File: src/sv/cdb_pkg.sv
`timescale 1ns / 1ps
`default_nettype none
package cdb_pkg;
  localparam int GRID_SIZE = 256;
  localparam int IDX_W = 8;
  localparam int HALF = GRID_SIZE / 2;
  localparam int DATA_W = 32;
  localparam int MAG_W = 16;
  localparam int AMAG_W = 8;
  localparam int SQ_W = 15;
  localparam int SUM_W = 16;
  localparam int RHS_W = 47;
  localparam int T_W = 53;
  localparam int U_W = 36;
  localparam int PROD_W = 48;
  localparam int PLEN_W = 16;
  localparam logic [PLEN_W-1:0] PLEN_RESET = 16'd256;
  localparam logic [DATA_W-1:0] DATA_MAX = 32'h7fff_ffff;
  localparam logic [DATA_W-1:0] DATA_MIN = 32'h8000_0000;

  typedef struct packed {
    logic [MAG_W-1:0] m;
    logic signed [T_W-1:0] t;
    logic signed [U_W-1:0] u;
  } dir_t;

  typedef struct packed {
    logic valid;
    logic zero;
    logic x_neg;
    logic z_neg;
    logic [SUM_W-1:0] s;
    logic [RHS_W-1:0] rhs_x;
    logic [RHS_W-1:0] rhs_z;
    logic signed [DATA_W-1:0] him;
    logic signed [DATA_W-1:0] nre;
  } pay_t;
endpackage
`default_nettype wire

File: src/sv/cdb_prep.sv
`timescale 1ns / 1ps
`default_nettype none
module cdb_prep (
  input  wire logic clk,
  input  wire logic rst,
  input  wire logic take,
  input  wire logic [cdb_pkg::IDX_W-1:0] col_index,
  input  wire logic [cdb_pkg::IDX_W-1:0] row_index,
  input  wire logic signed [cdb_pkg::DATA_W-1:0] height_re,
  input  wire logic signed [cdb_pkg::DATA_W-1:0] height_im,
  output cdb_pkg::pay_t pay,
  output cdb_pkg::dir_t dx,
  output cdb_pkg::dir_t dz
);
  import cdb_pkg::*;

  localparam logic [IDX_W-1:0] HALF_I = IDX_W'(HALF);

  logic [AMAG_W-1:0] ai, aj;
  logic [SQ_W-1:0] ai2, aj2;
  logic [SUM_W-1:0] s;
  logic zero;
  logic signed [T_W-1:0] s_t;

  always_comb begin
    ai = (col_index < HALF_I) ? AMAG_W'(HALF_I - col_index) : AMAG_W'(col_index - HALF_I);
    aj = (row_index < HALF_I) ? AMAG_W'(HALF_I - row_index) : AMAG_W'(row_index - HALF_I);
    ai2 = SQ_W'(ai * ai);
    aj2 = SQ_W'(aj * aj);
    s = SUM_W'(ai2) + SUM_W'(aj2);
    zero = (col_index == '0) || (row_index == '0) ||
           ((col_index == HALF_I) && (row_index == HALF_I));
    s_t = $signed(T_W'(s));
  end

  always_ff @(posedge clk) begin
    if (rst) begin
      pay.valid <= 1'b0;
    end else begin
      pay.valid <= take;
    end
    pay.zero <= zero;
    pay.x_neg <= col_index < HALF_I;
    pay.z_neg <= row_index < HALF_I;
    pay.s <= s;
    pay.rhs_x <= {RHS_W'(ai2)} << 32;
    pay.rhs_z <= {RHS_W'(aj2)} << 32;
    pay.him <= height_im;
    pay.nre <= (height_re == DATA_MIN) ? $signed(DATA_MAX) : -height_re;
    dx.m <= '0;
    dx.t <= s_t;
    dx.u <= -$signed(U_W'(s));
    dz.m <= '0;
    dz.t <= s_t;
    dz.u <= -$signed(U_W'(s));
  end
endmodule
`default_nettype wire

File: config.mk
export PLATFORM = sky130hd
export DESIGN_NAME = cdb_prep
export DESIGN_NICKNAME = d
export VERILOG_FILES = /design/src/sv/cdb_pkg.sv /design/src/sv/cdb_prep.sv
export SDC_FILE = /design/constraint.sdc
export NUM_CORES = 1
export LEC_CHECK = 0
export ABC_CLOCK_PERIOD_IN_PS = 6900
export BUFFER_PORTS_ARGS = -buffer_cell sky130_fd_sc_hd__buf_2
export CAP_MARGIN = 20
export CELL_PAD_IN_SITES_DETAIL_PLACEMENT = 1
export CELL_PAD_IN_SITES_GLOBAL_PLACEMENT = 2
export CORE_UTILIZATION = 24
export DETAILED_ROUTE_END_ITERATION = 8
export PLACE_DENSITY_LB_ADDON = 0.1
export SETUP_SLACK_MARGIN = 0.5
export SKIP_CTS_REPAIR_TIMING = 1
export SYNTH_ARGS = -nofsm -noshare
export SYNTH_HDL_FRONTEND = slang
export SYNTH_SLANG_ARGS = --single-unit
export TNS_END_PERCENT = 10
File: constraint.sdc
create_clock -name clk -period 6.9 [get_ports clk]
set_input_delay 1.035 -clock clk [delete_from_list [all_inputs] [get_ports clk]]
set_output_delay 1.035 -clock clk [all_outputs]
set_load 0.02 [all_outputs]
==> reports/summary.txt <==
outcome: finished, final reports clean
global-route wire length before repair: 43200 um
crit share post-route: 0.968
Cells after Synth: 1085
Area contributors post-synth: dfxtp_1 (29%), buf_4 (19%), fa_1 (10%)
total core area: 0.0401 sq mm
fraction of synthesized cell area in xor and xnor cells: 0.0720
vias: 7830
WL final: 29500 um
Pre-antenna DRT Iters: 4
Seq cells post-synth: 142
1st-iter DRT viols: 160
post-synthesis mux area share: 0.00407
# IOs: 471
share of synthesized registers carrying an async set or reset: 0
Chip Width: 205 um
Startpoint Class: primary input
initial antenna violation count: 1
Synth area leader: dfxtp_1
Compound-Gate Fraction of Synth Area: 0.0609
Netlist cell types: 64
DR vias/cell: 3.80
DP Wirelength: 25100 um
syn_area_per_cell: 9.08 sq um
Final Hold Fails: 0
Synth Area in Adders: 0.199
max frequency: 150 MHz
final hold slack: 0.699 ns
drt wl/cell: 14.3 um
RSZ-0062 raised after global routing: yes
H-tree depth: 4
EDFF count, synth: 0
mapped cell area: 0.00985 sq mm
slowest stage cell, crit path: fa_1
antenna viol nets, final: 0
Top FF cell, synth: dfxtp_1
ratio of cells with drive above 1 in the final layout: 0.440
vias in the first global route: 7746
Starting Density: 0.246
crit path from: col_index[0]
GRT Residual Overflow: 0
Worst Tran Pin Value: 0.949 ns
clk root buf: clkbuf_16
YS warnings: 0
commonest non-fill, non-tap cells in the layout: buf_2 (295), conb_1 (188), buf_4 (181)
CP arrival: 7.01 ns
Period minus WS final: 6.68 ns
Clock Pin Slew Worst Setup and Hold Paths: 0.07 ns
Crit path required time: 7.23 ns
final max-slew violation count: 0
Total GRT Usage: 0.137
CTS tree: built
total CTS buffers: 17
register area share after synthesis: 0.289
CP Buf/Inv Count: 6
I/O Buffers: 298
Yosys top cell area share: 0.289
area grow syn2layout: 40.4%
crit path kind: primary input to flop
Synth Area in Simple Gates: 0.134
normalized max-slew margin: 0.366
family with the most delay on the worst path: adder cells
Max Cap Viol: 0
final setup fails: 0
Remaining DRCs: 0
Levels on crit path: 32
ant diodes: 0
die height: 205 um
Setup crit end: dx[15]$_DFF_P_
routability congestion estimate: 0.750
largest family of logic cells by synthesized area: buffers and inverters
CTS sink count: 142
class of the worst hold path: primary input to flop
largest net degree at the start of global routing: 28
Layout Nets: 1729
crit path max fanout: 4
leading cell type in the layout, fill and taps excluded: buf_2
Rows: 73
Clock Path Buffers: 2
CP max stage delay: 0.53 ns
die area: 0.0418 sq mm
nature of the critical path endpoint: flop
==> worst min-delay path by stage <==
stage / slack (ns) / startpoint / cells past startpoint / to
6_report: 0.70 / height_im[22] / 1 / pay[54]$_DFF_P_
2_1_floorplan: 1.06 / col_index[0] / 0 / pay[143]$_DFF_P_
4_1_cts: 0.66 / height_im[22] / 1 / pay[54]$_DFF_P_
3_3_place_gp: 1.14 / height_im[9] / 1 / pay[41]$_DFF_P_
5_1_grt: 0.66 / height_im[23] / 1 / pay[55]$_DFF_P_
3_5_place_dp: 1.14 / height_im[11] / 1 / pay[43]$_DFF_P_
==> cells by family after synthesis <==
family	after synthesis
muxes	4
and+or+nand+nor	254
DFF	142
other	2
xor gates and xnor gates	81
adders and majority gates	126
AOI/OAI and AO/OA	92
buffers and inverters	384
==> cell usage after synthesis (4+ instances only) <==
| master | instances |
|---|---|
| nand3_1 | 12 |
| inv_1 | 125 |
| nand2_1 | 60 |
| ha_1 | 75 |
| o21ai_0 | 14 |
| nor2_1 | 84 |
| nor3_1 | 18 |
| nand2b_1 | 12 |
| xor2_1 | 29 |
| buf_4 | 247 |
| xnor2_1 | 52 |
| buf_2 | 4 |
| fa_1 | 51 |
| nor4_1 | 8 |
| o21ai_1 | 8 |
| clkbuf_1 | 8 |
| a21oi_1 | 30 |
| or2_2 | 6 |
| and2_1 | 5 |
| mux2i_1 | 4 |
| nor2b_1 | 12 |
| a21o_1 | 8 |
| dfxtp_1 | 142 |
| nand4b_1 | 10 |
==> stage by stage <==
stage | worst slack, ns | cell area, sq um | setup TNS [ns] | cells | util
3_5_place_dp | -0.548 | 12400 | -6.89 | 2000 | 0.309
3_3_place_gp | -0.344 | 12400 | -4.72 | 2000 | 0.309
6_report | 0.223 | 13800 | 0 | 2058 | 0.345
5_1_grt | -0.0429 | 13800 | -0.0429 | 2058 | 0.345
4_1_cts | -0.121 | 13000 | -0.169 | 2032 | 0.324
2_1_floorplan | 0.119 | 10900 | 0 | 1271 | -
==> final cells by class <==
| type | count | area, sq um |
|---|---|---|
| fillers | 4788 | 26300 |
| multi-input cells | 745 | 6230 |
| repair buffers | 489 | 2980 |
| flip-flops and latches | 142 | 2840 |
| well taps | 525 | 657 |
| inverters | 125 | 484 |
| clock buffers | 18 | 439 |
| clock inverters | 14 | 185 |
==> sequential cells by signal, summed over array words and instances, names as in the netlist <==
| signal | flops |
|---|---|
| pay | 96 |
| dx | 31 |
| dz | 15 |
==> layer usage <==
layer	share of wire	up-vias	GRT usage
met5	0	-	0
met3	0.051	15	0.0326
met4	0.010	0	0.0338
li1	-	3884	-
met1	0.43	3686	0.166
met2	0.51	245	0.242
Power is left out: the tool's default activity adds up to more than one toggle a clock period on the data nets, which glitch-free logic cannot reach.
