**config.mk**
```make
export PLATFORM = sky130hd
export DESIGN_NAME = cdb_dir_step
export DESIGN_NICKNAME = d
export VERILOG_FILES = /design/src/sv/cdb_pkg.sv /design/src/sv/cdb_dir_step.sv
export SDC_FILE = /design/constraint.sdc
export NUM_CORES = 1
export LEC_CHECK = 0
export ABC_AREA = 0
export ABC_CLOCK_PERIOD_IN_PS = 8800
export BUFFER_PORTS_ARGS = -buffer_cell sky130_fd_sc_hd__buf_2
export CAP_MARGIN = 30
export CORE_UTILIZATION = 53
export CTS_BUF_LIST = sky130_fd_sc_hd__clkbuf_4 sky130_fd_sc_hd__clkbuf_8 sky130_fd_sc_hd__clkbuf_16
export DETAILED_ROUTE_END_ITERATION = 8
export GPL_TIMING_DRIVEN = 0
export PLACE_DENSITY = 0.79
export RECOVER_POWER = 25
export SYNTH_ARGS = -nofsm -noshare
export SYNTH_HDL_FRONTEND = slang
export SYNTH_SLANG_ARGS = --single-unit
```
**constraint.sdc**
```tcl
create_clock -name clk -period 8.8 [get_ports clk]
set_input_delay 1.76 -clock clk [delete_from_list [all_inputs] [get_ports clk]]
set_output_delay 1.76 -clock clk [all_outputs]
set_load 0.02 [all_outputs]
```
**src/sv/cdb_pkg.sv**
```systemverilog
`timescale 1ns / 1ps
`default_nettype none
package cdb_pkg;
  localparam int GRID_SIZE = 256;
  localparam int IDX_W = 8;
  localparam int HALF = GRID_SIZE / 2;
  localparam int DATA_W = 32;
  localparam int MAG_W = 16;
  localparam int AMAG_W = 8;
  localparam int SQ_W = 15;
  localparam int SUM_W = 16;
  localparam int RHS_W = 47;
  localparam int T_W = 53;
  localparam int U_W = 36;
  localparam int PROD_W = 48;
  localparam int PLEN_W = 16;
  localparam logic [PLEN_W-1:0] PLEN_RESET = 16'd256;
  localparam logic [DATA_W-1:0] DATA_MAX = 32'h7fff_ffff;
  localparam logic [DATA_W-1:0] DATA_MIN = 32'h8000_0000;

  typedef struct packed {
    logic [MAG_W-1:0] m;
    logic signed [T_W-1:0] t;
    logic signed [U_W-1:0] u;
  } dir_t;

  typedef struct packed {
    logic valid;
    logic zero;
    logic x_neg;
    logic z_neg;
    logic [SUM_W-1:0] s;
    logic [RHS_W-1:0] rhs_x;
    logic [RHS_W-1:0] rhs_z;
    logic signed [DATA_W-1:0] him;
    logic signed [DATA_W-1:0] nre;
  } pay_t;
endpackage
`default_nettype wire

```
**src/sv/cdb_dir_step.sv**
```systemverilog
`timescale 1ns / 1ps
`default_nettype none
module cdb_dir_step #(
  parameter int BIT = 0
) (
  input  wire logic clk,
  input  wire cdb_pkg::dir_t d_in,
  input  wire logic [cdb_pkg::SUM_W-1:0] s,
  input  wire logic [cdb_pkg::RHS_W-1:0] rhs,
  output cdb_pkg::dir_t d_out
);
  import cdb_pkg::*;

  logic signed [T_W-1:0] u_ext, s_ext, rhs_ext, cand;
  logic signed [U_W-1:0] u_add;
  logic hit;

  // t = 2m-1 tracked as t^2*s and t*s, so each trial is shifts and adds
  always_comb begin
    u_ext = T_W'(d_in.u);
    s_ext = $signed(T_W'(s));
    rhs_ext = $signed(T_W'(rhs));
    cand = d_in.t + (u_ext <<< (BIT + 2)) + (s_ext <<< (2 * BIT + 2));
    hit = cand <= rhs_ext;
    u_add = $signed(U_W'(s)) <<< (BIT + 1);
  end

  always_ff @(posedge clk) begin
    if (hit) begin
      d_out.m <= d_in.m | (MAG_W'(1) << BIT);
      d_out.t <= cand;
      d_out.u <= d_in.u + u_add;
    end else begin
      d_out <= d_in;
    end
  end
endmodule
`default_nettype wire

```
==> key figures <==
Timing
  – Setup violators final: 0
  – Setup repair after global routing missed its margin: false
  – Final Hold Fails: 0
  – Final TNS setup: 0 ps
  – Fmax: 0.130 GHz
  – Fin worst setup slack: 1080 ps
  – Count of pins over their slew limit: 0
  – Hold_ws: 1490 ps
  – Post-route clock period utilization: 87.7%
  – Slew HR: 31.0%
  – Post-route minimum period: 7720 ps
  – Slew at the pin with the worst max-slew slack: 1030 ps

Route
  – DR vias/cell: 5.62
  – Routed len/inst: 16.6 µm
  – Iter 0 DRT Violations: 348
  – Residual DRC: 0
  – First-pass DRT Iterations: 7
  – Vias post-DR: 8480
  – Antenna-violating nets left: 0
  – Total wire length: 25.1 mm

Pwr
  – Pwr dens: 207 nW/µm²
  – Leak: 0.00548 µW
  – Worst-case vdd ir drop: 0.128 mV

Place
  – HPWL Detailed: 20.8 mm
  – IO buf count: 273
  – Routability cong.: 0.928
  – Worst slack at placement: 808 ps

Critical path
  – End point of the critical path: d_out[80]$_DFF_P_
  – Largest fanout on the critical path: 10
  – Kind of end point of the critical path: register
  – CP Class: input pin to register
  – WP data arrival: 7970 ps
  – CP startpoint: d_in[1]
  – Critical Path RT: 9050 ps
  – Type of origin of the critical path: input pin

Die
  – Die width: 133 µm
  – Core area: 16600 µm²
  – # IOs: 274
  – Initial Util: 54.3%
  – Number of core rows: 47
  – Die area: 17600 µm²
  – Die height: 133 µm

Clock tree
  – H-tree depth: 3
  – CTS Buf Count: 9
  – Clock tree sinks: 105
  – Hold_buf cts: 0
  – Clock transition at path regs: 80 ps
  – CTS tree: built
  – CTS Root Cell: clkbuf_16
  – Post-CTS setup buffer count: 0
  – CTS resizes: 0
  – Clock Path Buffers: 2

Final layout
  – Area grow syn2layout: 21.2%
  – Fin nets: 1614
  – Max reg flops: 105
  – Commonest non-fill, non-tap cell in the layout: buf_2
  – Register with the most flip-flops: d_out
  – Filler instances: 1413
  – Highest-count cells in the layout ignoring fill and taps: buf_2, ha_1, dfxtp_1, inv_1, a21oi_1
  – Share of cells above drive strength 1: 26.1%
  – Fin util: 65.8%
  – Largest regs: d_out x105

Synthesis
  – Syn Area/Cell: 9.07 µm²
  – Synth Instances: 996
  – Synth area leaders: dfxtp_1, ha_1, mux2_2
  – Syn Nets: 1329
  – Synth Register Bits: 105
  – Yosys top cell area share: 23.3%
  – Post-synth EDFFs: 0
  – Post-synth cell types: 68
  – Post-Syn Area: 9040 µm²
  – Ys flop type: dfxtp_1
  – Synth async-reset ratio: 0%
  – Synth area leader: dfxtp_1
  – Synthesis Warnings: 0
  – Post-synthesis sequential area ratio: 23.3%

Flow run
  – MaxCap Viol Count: 0

GRT
  – Antenna violations before repair: 4
  – Layer carrying the most global-route usage: met2
  – Pin count of the biggest net entering global routing: 22
  – First-pass GRT wire length: 40.2 mm
  – Total GRT Usage: 28.6%
  – Met1 Usage GRT: 33.5%
  – M2 GR Usage: 49.5%
  – Number of global-route vias before repair: 8363
  – GR Overflow Total: 0
  – GR Layer Usage met3: 6.40%

Hold path
  – Hold crit path type: input pin to register

Status
  – Status: finished, final reports clean
[where the power goes]
group	switching [µW]	total, µW	internal (µW)
logic	732	1220	491
clock network	210	413	203
registers	30.7	631	600
[routing by layer]
metal	share of wire (%)	wire length, µm
met1	43	10700
met2	47	11700
met3	6.6	1660
met4	3.7	931
met5	0.088	22
[cell usage after synthesis, types with 5 or more instances]
cell / n
a21oi_1: 65
o211ai_1: 10
or3_1: 8
xnor2_1: 33
nand3_1: 15
or2_2: 6
nor2_1: 49
o21ai_0: 38
mux2_1: 14
a31o_2: 5
dfxtp_1: 105
mux2_2: 45
o21bai_1: 8
buf_6: 6
and3_1: 12
a21o_1: 39
ha_1: 146
a31oi_1: 14
nand4_1: 23
o21a_1: 16
clkbuf_1: 15
o31ai_1: 5
and2_1: 6
xor2_1: 40
nor3_1: 20
nand2_1: 58
buf_2: 5
a211oi_1: 24
inv_1: 83
fa_1: 18
[cells by family (layout without fill, tap and decap cells)]
| kind of cell | count (synthesis) | after routing | share of synthesized area, % |
|---|---|---|---|
| simple gates | 214 | 214 | 11.7 |
| mux | 63 | 63 | 7.79 |
| buf+inv | 111 | 401 | 5.26 |
| fa+ha+maj | 164 | 164 | 24.2 |
| flops | 105 | 105 | 23.3 |
| compound gates | 266 | 266 | 20.7 |
| other cells | 0 | 2 | 0 |
| xor+xnor | 73 | 73 | 7.07 |
[stage by stage]
| step | total power [µW] | cell area, µm² | cells |
|---|---|---|---|
| detailed placement | 1860 | 10700 | 1489 |
| CTS | 2290 | 11000 | 1505 |
| global route | 2420 | 11000 | 1507 |
| finish | 2270 | 11000 | 1508 |
| global placement | 1840 | 10700 | 1489 |
| floorplan | 1490 | 9040 | 996 |
[worst max-delay path, stage by stage]
cell,delay [ps]
buf_2,120
fa_1,480
ha_1,250
fa_1,430
a211oi_1,410
o211ai_1,250
and3_1,260
o2111ai_1,290
nand2_1,130
a31oi_1,340
o31ai_1,280
xor2_1,230
ha_1,250
a21o_1,150
a21o_1,170
a211oi_1,240
o21ai_0,130
o211ai_1,170
nand3_1,140
a22oi_2,190
nand4_2,230
nand2_1,180
buf_4,250
buf_4,280
mux2_1,340
[cell type report]
class / instances / area (µm²) / share of cell area (%)
repair buffers: 274 / 1330 / 12.1
diodes: 2 / 5.00 / 0.0457
inverters: 83 / 312 / 2.84
plain buffers: 28 / 164 / 1.50
flip-flops and latches: 105 / 2100 / 19.2
clock inverters: 7 / 83.8 / 0.765
multi-input cells: 780 / 6460 / 59.0
clock buffers: 9 / 225 / 2.06
well taps: 220 / 275 / 2.51
[worst min path at each step]
stage	startpoint	end	slack (ps)	depth (start not counted)
after floorplan	d_in[0]	d_out[0]$_DFF_P_	1790	0
after global routing	d_in[95]	d_out[95]$_DFF_P_	1480	1
after detailed placement	d_in[100]	d_out[100]$_DFF_P_	1860	1
after global placement	d_in[104]	d_out[104]$_DFF_P_	1860	1
after CTS	d_in[100]	d_out[100]$_DFF_P_	1480	1
final	d_in[95]	d_out[95]$_DFF_P_	1490	1
(Power assumes the default switching activity.)
