==> src/sv/cdb_pkg.sv <==
`timescale 1ns / 1ps
`default_nettype none
package cdb_pkg;
  localparam int GRID_SIZE = 256;
  localparam int IDX_W = 8;
  localparam int HALF = GRID_SIZE / 2;
  localparam int DATA_W = 32;
  localparam int MAG_W = 16;
  localparam int AMAG_W = 8;
  localparam int SQ_W = 15;
  localparam int SUM_W = 16;
  localparam int RHS_W = 47;
  localparam int T_W = 53;
  localparam int U_W = 36;
  localparam int PROD_W = 48;
  localparam int PLEN_W = 16;
  localparam logic [PLEN_W-1:0] PLEN_RESET = 16'd256;
  localparam logic [DATA_W-1:0] DATA_MAX = 32'h7fff_ffff;
  localparam logic [DATA_W-1:0] DATA_MIN = 32'h8000_0000;

  typedef struct packed {
    logic [MAG_W-1:0] m;
    logic signed [T_W-1:0] t;
    logic signed [U_W-1:0] u;
  } dir_t;

  typedef struct packed {
    logic valid;
    logic zero;
    logic x_neg;
    logic z_neg;
    logic [SUM_W-1:0] s;
    logic [RHS_W-1:0] rhs_x;
    logic [RHS_W-1:0] rhs_z;
    logic signed [DATA_W-1:0] him;
    logic signed [DATA_W-1:0] nre;
  } pay_t;
endpackage
`default_nettype wire

==> src/sv/cdb_scale.sv <==
`timescale 1ns / 1ps
`default_nettype none
module cdb_scale (
  input  wire logic clk,
  input  wire logic [cdb_pkg::MAG_W-1:0] umag,
  input  wire logic uneg,
  input  wire logic zero,
  input  wire logic signed [cdb_pkg::DATA_W-1:0] v,
  output logic signed [cdb_pkg::DATA_W-1:0] res
);
  import cdb_pkg::*;

  logic [DATA_W-1:0] vmag;
  logic [PROD_W-1:0] prod;
  logic sgn, zero_a;
  logic [DATA_W:0] r;
  logic neg;
  logic [DATA_W-1:0] res_next;

  always_comb begin
    vmag = v[DATA_W-1] ? (~DATA_W'(v) + DATA_W'(1)) : DATA_W'(v);
    r = (DATA_W + 1)'((prod + PROD_W'(16384)) >> 15);
    neg = sgn && (r != '0);
    if (zero_a) begin
      res_next = '0;
    end else if (neg) begin
      res_next = -r[DATA_W-1:0];
    end else if (r > (DATA_W + 1)'(DATA_MAX)) begin
      res_next = DATA_MAX;
    end else begin
      res_next = r[DATA_W-1:0];
    end
  end

  always_ff @(posedge clk) begin
    prod <= PROD_W'(umag) * PROD_W'(vmag);
    sgn <= uneg ^ v[DATA_W-1];
    zero_a <= zero;
    res <= $signed(res_next);
  end
endmodule
`default_nettype wire

==> config.mk <==
export PLATFORM = sky130hd
export DESIGN_NAME = cdb_scale
export DESIGN_NICKNAME = d
export VERILOG_FILES = /design/src/sv/cdb_pkg.sv /design/src/sv/cdb_scale.sv
export SDC_FILE = /design/constraint.sdc
export NUM_CORES = 1
export LEC_CHECK = 0
export BUFFER_PORTS_ARGS = -buffer_cell sky130_fd_sc_hd__buf_2
export CAP_MARGIN = 5
export CELL_PAD_IN_SITES_DETAIL_PLACEMENT = 0
export CELL_PAD_IN_SITES_GLOBAL_PLACEMENT = 1
export CORE_ASPECT_RATIO = 1.1
export CORE_MARGIN = 5
export CORE_UTILIZATION = 50
export DETAILED_ROUTE_END_ITERATION = 6
export PLACE_DENSITY_LB_ADDON = 0.25
export SYNTH_ARGS = -nofsm -noshare
export SYNTH_HDL_FRONTEND = slang
export SYNTH_SLANG_ARGS = --single-unit
==> constraint.sdc <==
create_clock -name clk -period 11.9 [get_ports clk]
set_input_delay 3.57 -clock clk [delete_from_list [all_inputs] [get_ports clk]]
set_output_delay 3.57 -clock clk [all_outputs]
set_load 0.005 [all_outputs]
==> metrics, run 1 <==
GP Congestion=just over 0.9; Row Count=77; top-count cell post-synth=inv_1; max frequency=about 89 MHz; register area share after synthesis=6.76%; CTS tree=yes; minimum clock period=11180 ps; worst hold slack=approximately 700 ps; nets=2942; Synth top cells by count=inv_1 (458), fa_1 (417), nand2_1 (352); Setup Viol. Count Final=0; crit path max fanout=10; Top FF cell, synth=dfxtp_1; number of DRC markers in iteration 0=1077; H-tree depth=3; Reg clk slew, reported paths=50 ps; Mapped Area=0.0201 mm^2; Starting Density=50.4%; DRT antenna net count=0; async set or reset register ratio after synthesis=0%; Synth Register Bits=68; area occupied by multi-input gates=0.0167 mm^2; CTS Buf Count=9; setup TNS=0 ps; Yosys cell types=75; I/O pin count=83; Startpoint Class=input pin; Fillers=between 3000 and 4000; EDFF count, synth=0; post-synth top area share=41.4%; Crit path depth=27; Syn Nets=2920; Worst Clk Skew=3.95 ps; period utilisation layout=93.9%; post-CTS setup buffers=0; CP bufs+invs=6; Worst Path Required=12120 ps; Syn Inst Count=between 2000 and 2500; Max-Slew Margin vs Limit=16.8%; Horiz. Die Dim=201 um; Die Y=221 um; Arr. time, crit path=11400 ps; Clk Latency, worst-skew pair=330 ps; Worst-Margin Slew=1240 ps; CTS resizes=0; die area=0.0444 mm^2; diodes inserted=0; total track usage=25.5%; Worst R2R Path Depth=9; Worst path max stage delay=about 540 ps; TritonRoute pass-1 iters=5; delay-heaviest family, CP=adder cells; crit-path most repeated cell=fa_1; initial antenna violation count=0; placed cells=about 2900; Routed WL=54600 um; Final Hold Viols=0; largest cells by area after synthesis=fa_1 (41%), inv_1 (8.5%), ha_1 (7.5%); DR WL/cell=19.0 um; Max Cap Viol=0; clk root buf=clkbuf_16; Core Box Area=0.0400 mm^2; RSZ-0062 raised after global routing=no; Yosys warning total=0; largest net degree at the start of global routing=33; status=finished clean; P&R area growth vs syn=6.33%; CP Capture Type=flop; Port Buf Inserts=~80; critical path type=in2reg; min-delay worst type=reg2reg; GRT Residual Overflow=0; CTS sink cnt=a little under 70; Reg area=0.00136 mm^2; hold bufs inserted after CTS=0; Mapped Avg Cell Area=8.64 um^2; final core utilization=53.6%; final cell count without fillers=2871; vias per inst=between 5 and 6; layout cells sized above 1=about 7.1%; first-pass GRT wire length=91300 um; Max stage delay cell, worst path=fa_1; Clock Path Buffers=2; Vias=16000; Max Slew Vio Count=0; Hold Path Depth=2; post-route DRC violation count=0; Yosys top cell by area=fa_1; hpwl dp=between 40000 and 50000 um; vias in the first global route=~17000
==> cell families after synthesis <==
family | count (synthesis) | share of synthesized area [%]
buffers and inverters | 572 | 10.8
multiplexers | 3 | 0.155
XOR/XNOR | 98 | 4.26
adder cells (fa/ha/maj) | 538 | 49.0
AO/OA/AOI/OAI | 230 | 8.09
AND/OR/NAND/NOR | 822 | 21.0
flip-flops | 68 | 6.76
==> stage by stage <==
step / setup slack [ps] / instance area, um^2
final: 722 / 21400
after global routing: 222 / 21400
after CTS: 598 / 21400
after detailed placement: 228 / 21100
after global placement: 403 / 21100
after floorplan: 988 / 20100
==> worst min-delay path: stages (launching register included) <==
cell and delay [ps]:
dfxtp_1 300, buf_4 220, nor2_1 130
==> area by class of cell <==
cell class | instances | share of cell area, %
multi-input combinational | 1691 | 77.7
tap | 513 | 3.00
clock buffer | 12 | 1.10
timing repair buffer | 125 | 3.42
clock inverter | 4 | 0.345
inverter | 458 | 8.03
sequential | 68 | 6.36
==> metal layers <==
| metal | vias to the layer above | share of wire [%] | track usage (%) |
|---|---|---|---|
| met5 | - | 0 | 0 |
| met4 | 0 | 2.6 | 6.56 |
| met3 | 84 | 6.8 | 3.93 |
| met2 | 585 | 47 | 42.9 |
| met1 | 8015 | 44 | 34.9 |
| li1 | 7306 | - | - |
==> flip-flops by register name (all words and copies together) (netlist names) <==
name	flops
prod	34
res	32
sgn	1
zero_a	1
==> final timing paths <==
kind | start | end | slack (ps)
setup / recovery | v[6] | prod[47] | 720
hold / removal | zero_a | res[0] | 700
setup reg to reg | prod[15] | res[5] | 7310
hold reg to reg | zero_a | res[0] | 700
==> placed cells by master (no fill, tap or decap), types with 29 or more instances in the layout <==
master     n
a21oi_1   49
and2_1   224
inv_1    458
o21ai_0   29
nor4_1    35
nand3_1   32
fa_1     417
ha_1     121
nor2_1    38
nor3_1    36
xnor2_1   72
nand2_1  352
buf_2     82
buf_4     43
dfxtp_1   68
Power of run 1 is not shown: default switching activity piles up to over one toggle a cycle in this logic, so the estimate is an artifact.
==> run 2: changes to the inputs <==
--- a/config.mk
+++ b/config.mk
@@ -6,12 +6,11 @@
 export NUM_CORES = 1
 export LEC_CHECK = 0
 export BUFFER_PORTS_ARGS = -buffer_cell sky130_fd_sc_hd__buf_2
-export CAP_MARGIN = 5
 export CELL_PAD_IN_SITES_DETAIL_PLACEMENT = 0
 export CELL_PAD_IN_SITES_GLOBAL_PLACEMENT = 1
 export CORE_ASPECT_RATIO = 1.1
 export CORE_MARGIN = 5
-export CORE_UTILIZATION = 50
+export CORE_UTILIZATION = 54
 export DETAILED_ROUTE_END_ITERATION = 6
 export PLACE_DENSITY_LB_ADDON = 0.25
 export SYNTH_ARGS = -nofsm -noshare
==> constraint.sdc (replaced) <==
create_clock -name clk -period 14.3 [get_ports clk]
set_input_delay 4.29 -clock clk [delete_from_list [all_inputs] [get_ports clk]]
set_output_delay 4.29 -clock clk [all_outputs]
set_load 0.005 [all_outputs]
==> metrics, run 2 (synthesis gave the netlist of run 1 again) <==
status=finished clean; Clock Path Buffers=2; commonest non-fill, non-tap cell in the layout=inv_1; post-route DRC violation count=0; CTS sink cnt=68; first-pass GRT wire length=90400 um; Reg with most FFs=prod; Vias=16200; crit path max fanout=9; layout cells sized above 1=7.11%; GP Congestion=between 0.9 and 1; H-tree depth=3; period utilisation layout=83.9%; DRT antenna net count=0; Max-Slew Margin vs Limit=between 20% and 30%; total track usage=~27%; setup TNS=0 ps; max reg flops=34; flop2flop setup slack=between 9000 and 10000 ps; crit-path most repeated cell=fa_1; Port Buf Inserts=between 80 and 90; Arr. time, crit path=12210 ps; P&R area growth vs syn=6.14%; largest net degree at the start of global routing=33; RSZ-0062 raised after global routing=no; Max Cap Viol=0; Worst-Margin Slew=1070 ps; critical path type=in2reg; Final Hold Viols=0; Worst R2R Path Depth=9; Reg clk slew, reported paths=60 ps; most frequent cells in the layout=inv_1 (458), fa_1 (417), nand2_1 (352), and2_1 (224), ha_1 (121); max frequency=83.3 MHz; Horiz. Die Dim=194 um; Worst path max stage delay=around 800 ps; Routed WL=54000 um; nets=2933; post-CTS setup buffers=0; CP Capture Type=flop; number of DRC markers in iteration 0=1126; delay-heaviest family, CP=adder cells; Worst Path Required=14510 ps; minimum clock period=12000 ps; vias per inst=about 5.7; Starting Density=54.4%; Worst Clk Skew=9.00 ps; Max Slew Vio Count=0; Setup crit end=prod[34]; GRT Residual Overflow=0; diodes inserted=0; Setup Viol. Count Final=0; vias in the first global route=17500; Core Box Area=0.0370 mm^2; CTS Buf Count=9; Die Y=213 um; Hold Path Depth=2; Max stage delay cell, worst path=a41oi_1; CP bufs+invs=6; CTS tree=yes; min-delay worst type=reg2reg; Clk Latency, worst-skew pair=340 ps; Worst R2R End=res[13]; initial antenna violation count=0; Crit path depth=25; TritonRoute pass-1 iters=5; Startpoint Class=input pin; I/O pin count=between 80 and 90; Top Registers=prod (34), res (32); CP Launch Point=v[3]; DR WL/cell=19.0 um; clk root buf=clkbuf_16; hpwl dp=around 42000 um; worst r2r src=prod[14]; CTS resizes=0; hold bufs inserted after CTS=0; Row Count=between 70 and 80; die area=0.0413 mm^2
-- run 2: cell count changes in the layout (fill, tap and decap cells not counted) --
cell | previous run | this run
buf_4 | 43 | 34
clkinv_2 | 1 | 0
xnor2_2 | 3 | 8
inv_6 | 0 | 1
clkinvlp_4 | 0 | 3
xnor2_1 | 72 | 67
clkbuf_1 | 3 | 0
-- run 2: worst min-delay path by stage --
stage               endpoint   start
detailed placement    res[0]  zero_a
floorplan            res[15]  zero_a
CTS                   res[0]  zero_a
finish                res[0]  zero_a
global placement      res[0]  zero_a
global route          res[0]  zero_a
-- run 2: routing by layer --
metal / global-route usage [%] / wire length [um] / vias up
met2: 46.3 / 25900 / 653
met3: 4.48 / 4190 / 108
li1: - / - / 7287
met4: 6.21 / 1210 / 0
met5: 0 / 0 / -
met1: 36.6 / 22700 / 8167
-- run 2: layout make-up --
type                            count  area [um^2]
Fill cell                        3411        15700
Clock inverter                      7          100
Multi-Input combinational cell   1691        16700
Tap cell                          494          618
Timing Repair Buffer              116          666
Inverter                          458         1720
Clock buffer                        9          225
Sequential cell                    68         1360
-- run 2: worst reg2reg max path: cells and delay by family, from the launching register on --
| family | cells | cell delay, ps |
|---|---|---|
| and+or+nand+nor | 4 | 1950 |
| AOI/OAI and AO/OA | 4 | 1550 |
| adders and majority gates | 1 | 410 |
| DFF | 1 | 490 |
-- run 2: through the flow --
stage	hold WS [ps]	std cells	instance area (um^2)	util, %	setup slack (ps)
global placement	674	2827	21100	56.8	2130
detailed placement	683	2827	21100	56.8	1980
finish	702	2843	21400	57.7	2300
floorplan	528	2331	20100	-	2670
CTS	700	2843	21400	57.7	2330
global route	733	2843	21400	57.7	1790
Power of run 2 is left out for the same reason.
==> run 3: changes to the inputs <==
--- a/config.mk
+++ b/config.mk
@@ -10,7 +10,7 @@
 export CELL_PAD_IN_SITES_GLOBAL_PLACEMENT = 1
 export CORE_ASPECT_RATIO = 1.1
 export CORE_MARGIN = 5
-export CORE_UTILIZATION = 54
+export CORE_UTILIZATION = 46
 export DETAILED_ROUTE_END_ITERATION = 6
 export PLACE_DENSITY_LB_ADDON = 0.25
 export SYNTH_ARGS = -nofsm -noshare
==> constraint.sdc (replaced) <==
create_clock -name clk -period 11 [get_ports clk]
set_input_delay 3.3 -clock clk [delete_from_list [all_inputs] [get_ports clk]]
set_output_delay 3.3 -clock clk [all_outputs]
set_load 0.005 [all_outputs]
==> metrics, run 3 (synthesis gave the netlist of run 1 again) <==
status=finished clean; minimum clock period=10610 ps; RSZ-0062 raised after global routing=no; Horiz. Die Dim=210 um; hpwl dp=45700 um; Port Buf Inserts=roughly 80; Worst R2R Path Depth=10; Clock Path Buffers=2; CP Capture Type=flop; most frequent cells in the layout=inv_1 (458), fa_1 (417), nand2_1 (352), and2_1 (224), ha_1 (121); CTS Buf Count=9; Setup Viol. Count Final=0; max reg flops=34; dpl ws=-160 ps; DRT antenna net count=0; H-tree depth=3; CP Launch Point=v[10]; critical path type=in2reg; Routed WL=~56000 um; worst r2r src=prod[15]; CTS resizes=0; Worst Hold End=res[0]; Max Cap Viol=0; flop2flop setup slack=6160 ps; design area=0.0219 mm^2; CTS sink cnt=68; crit path max fanout=13; worst hold slack=688 ps; Starting Density=between 40% and 50%; Worst Clk Skew=4.62 ps; Core Box Area=0.0433 mm^2; Final Hold Viols=0; P&R area growth vs syn=8.55%; total track usage=23.8%; Worst R2R End=res[21]; period utilisation layout=96.5%; vias in the first global route=17400; CTS tree=yes; Reg area=0.00136 mm^2; min-delay worst type=reg2reg; Reg with most FFs=prod; commonest non-fill, non-tap cell in the layout=inv_1; Startpoint Class=input pin; Top Registers=prod (34), res (32); die area=0.0481 mm^2; placed cells=2958; GRT Residual Overflow=0; clk root buf=clkbuf_16; Max-Slew Margin vs Limit=between 20% and 30%; Post-DP Area=0.0215 mm^2; final cell count without fillers=2974; post-CTS setup buffers=0; Vias=16100; Worst-Margin Slew=1090 ps; I/O pin count=83; vias per inst=5.40; Die Y=between 200 and 250 um; GP Congestion=0.916; layout cells sized above 1=under 10%; Hold Path Depth=2; Max Slew Vio Count=0; Clk Latency, worst-skew pair=approximately 330 ps; nets=between 2000 and 3000; area occupied by multi-input gates=0.0167 mm^2; Setup WS post-layout=387 ps; initial antenna violation count=1; Arr. time, crit path=10820 ps; Row Count=80; DR WL/cell=approximately 19 um; hold bufs inserted after CTS=0; Worst Path Required=approximately 11000 ps; number of DRC markers in iteration 0=1053; TritonRoute pass-1 iters=5; first-pass GRT wire length=93200 um; max frequency=94.2 MHz; post-route DRC violation count=0; Fillers=4159; diodes inserted=0; Reg clk slew, reported paths=50 ps; largest net degree at the start of global routing=33; Worst Hold Launch=zero_a
run 3: layout make-up:
class | count | share of cell area (%)
Inverter | 458 | 7.86
Sequential cell | 68 | 6.23
Tap cell | 574 | 3.28
Clock inverter | 4 | 0.217
Timing Repair Buffer | 167 | 5.02
Clock buffer | 12 | 1.17
Multi-Input combinational cell | 1691 | 76.2
run 3: worst max path at each step:
| stage | end | slack, ps | cells after the start |
|---|---|---|---|
| final | prod[40] | 390 | 26 |
| after global routing | prod[45] | 10 | 26 |
| after CTS | prod[47] | 160 | 30 |
| after detailed placement | prod[47] | -160 | 30 |
| after global placement | prod[47] | -70 | 30 |
| after floorplan | prod[47] | 360 | 25 |
run 3: critical path: stages:
cell	delay (ps)
buf_2	130
or4_1	560
or3_1	420
or3_1	390
o41ai_1	340
xnor2_1	250
buf_4	260
nand2_1	100
fa_1	570
fa_1	430
fa_1	510
inv_1	50
fa_1	460
fa_1	550
inv_1	50
fa_1	530
inv_1	40
ha_1	300
a21o_1	160
a21oi_1	230
buf_4	160
a21boi_0	300
buf_4	180
nor2_1	70
a2111o_1	380
o311ai_0	110
run 3: stage by stage:
stage / TNS (ps) / util, %
2_1_floorplan: 0 / -
3_3_place_gp: -95.2 / 49.7
3_5_place_dp: -340 / 49.7
4_1_cts: 0 / 50.4
5_1_grt: 0 / 50.4
6_report: 0 / 50.4
run 3: per-layer routing:
metal / routed length [um] / vias to the layer above / track usage, %
li1: - / 7405 / -
met4: 1100 / 0 / 5.16
met1: 24500 / 8075 / 32.7
met3: 3420 / 67 / 3.16
met2: 26600 / 525 / 40.4
met5: 0 / - / 0
Power of run 3 is left out for the same reason.
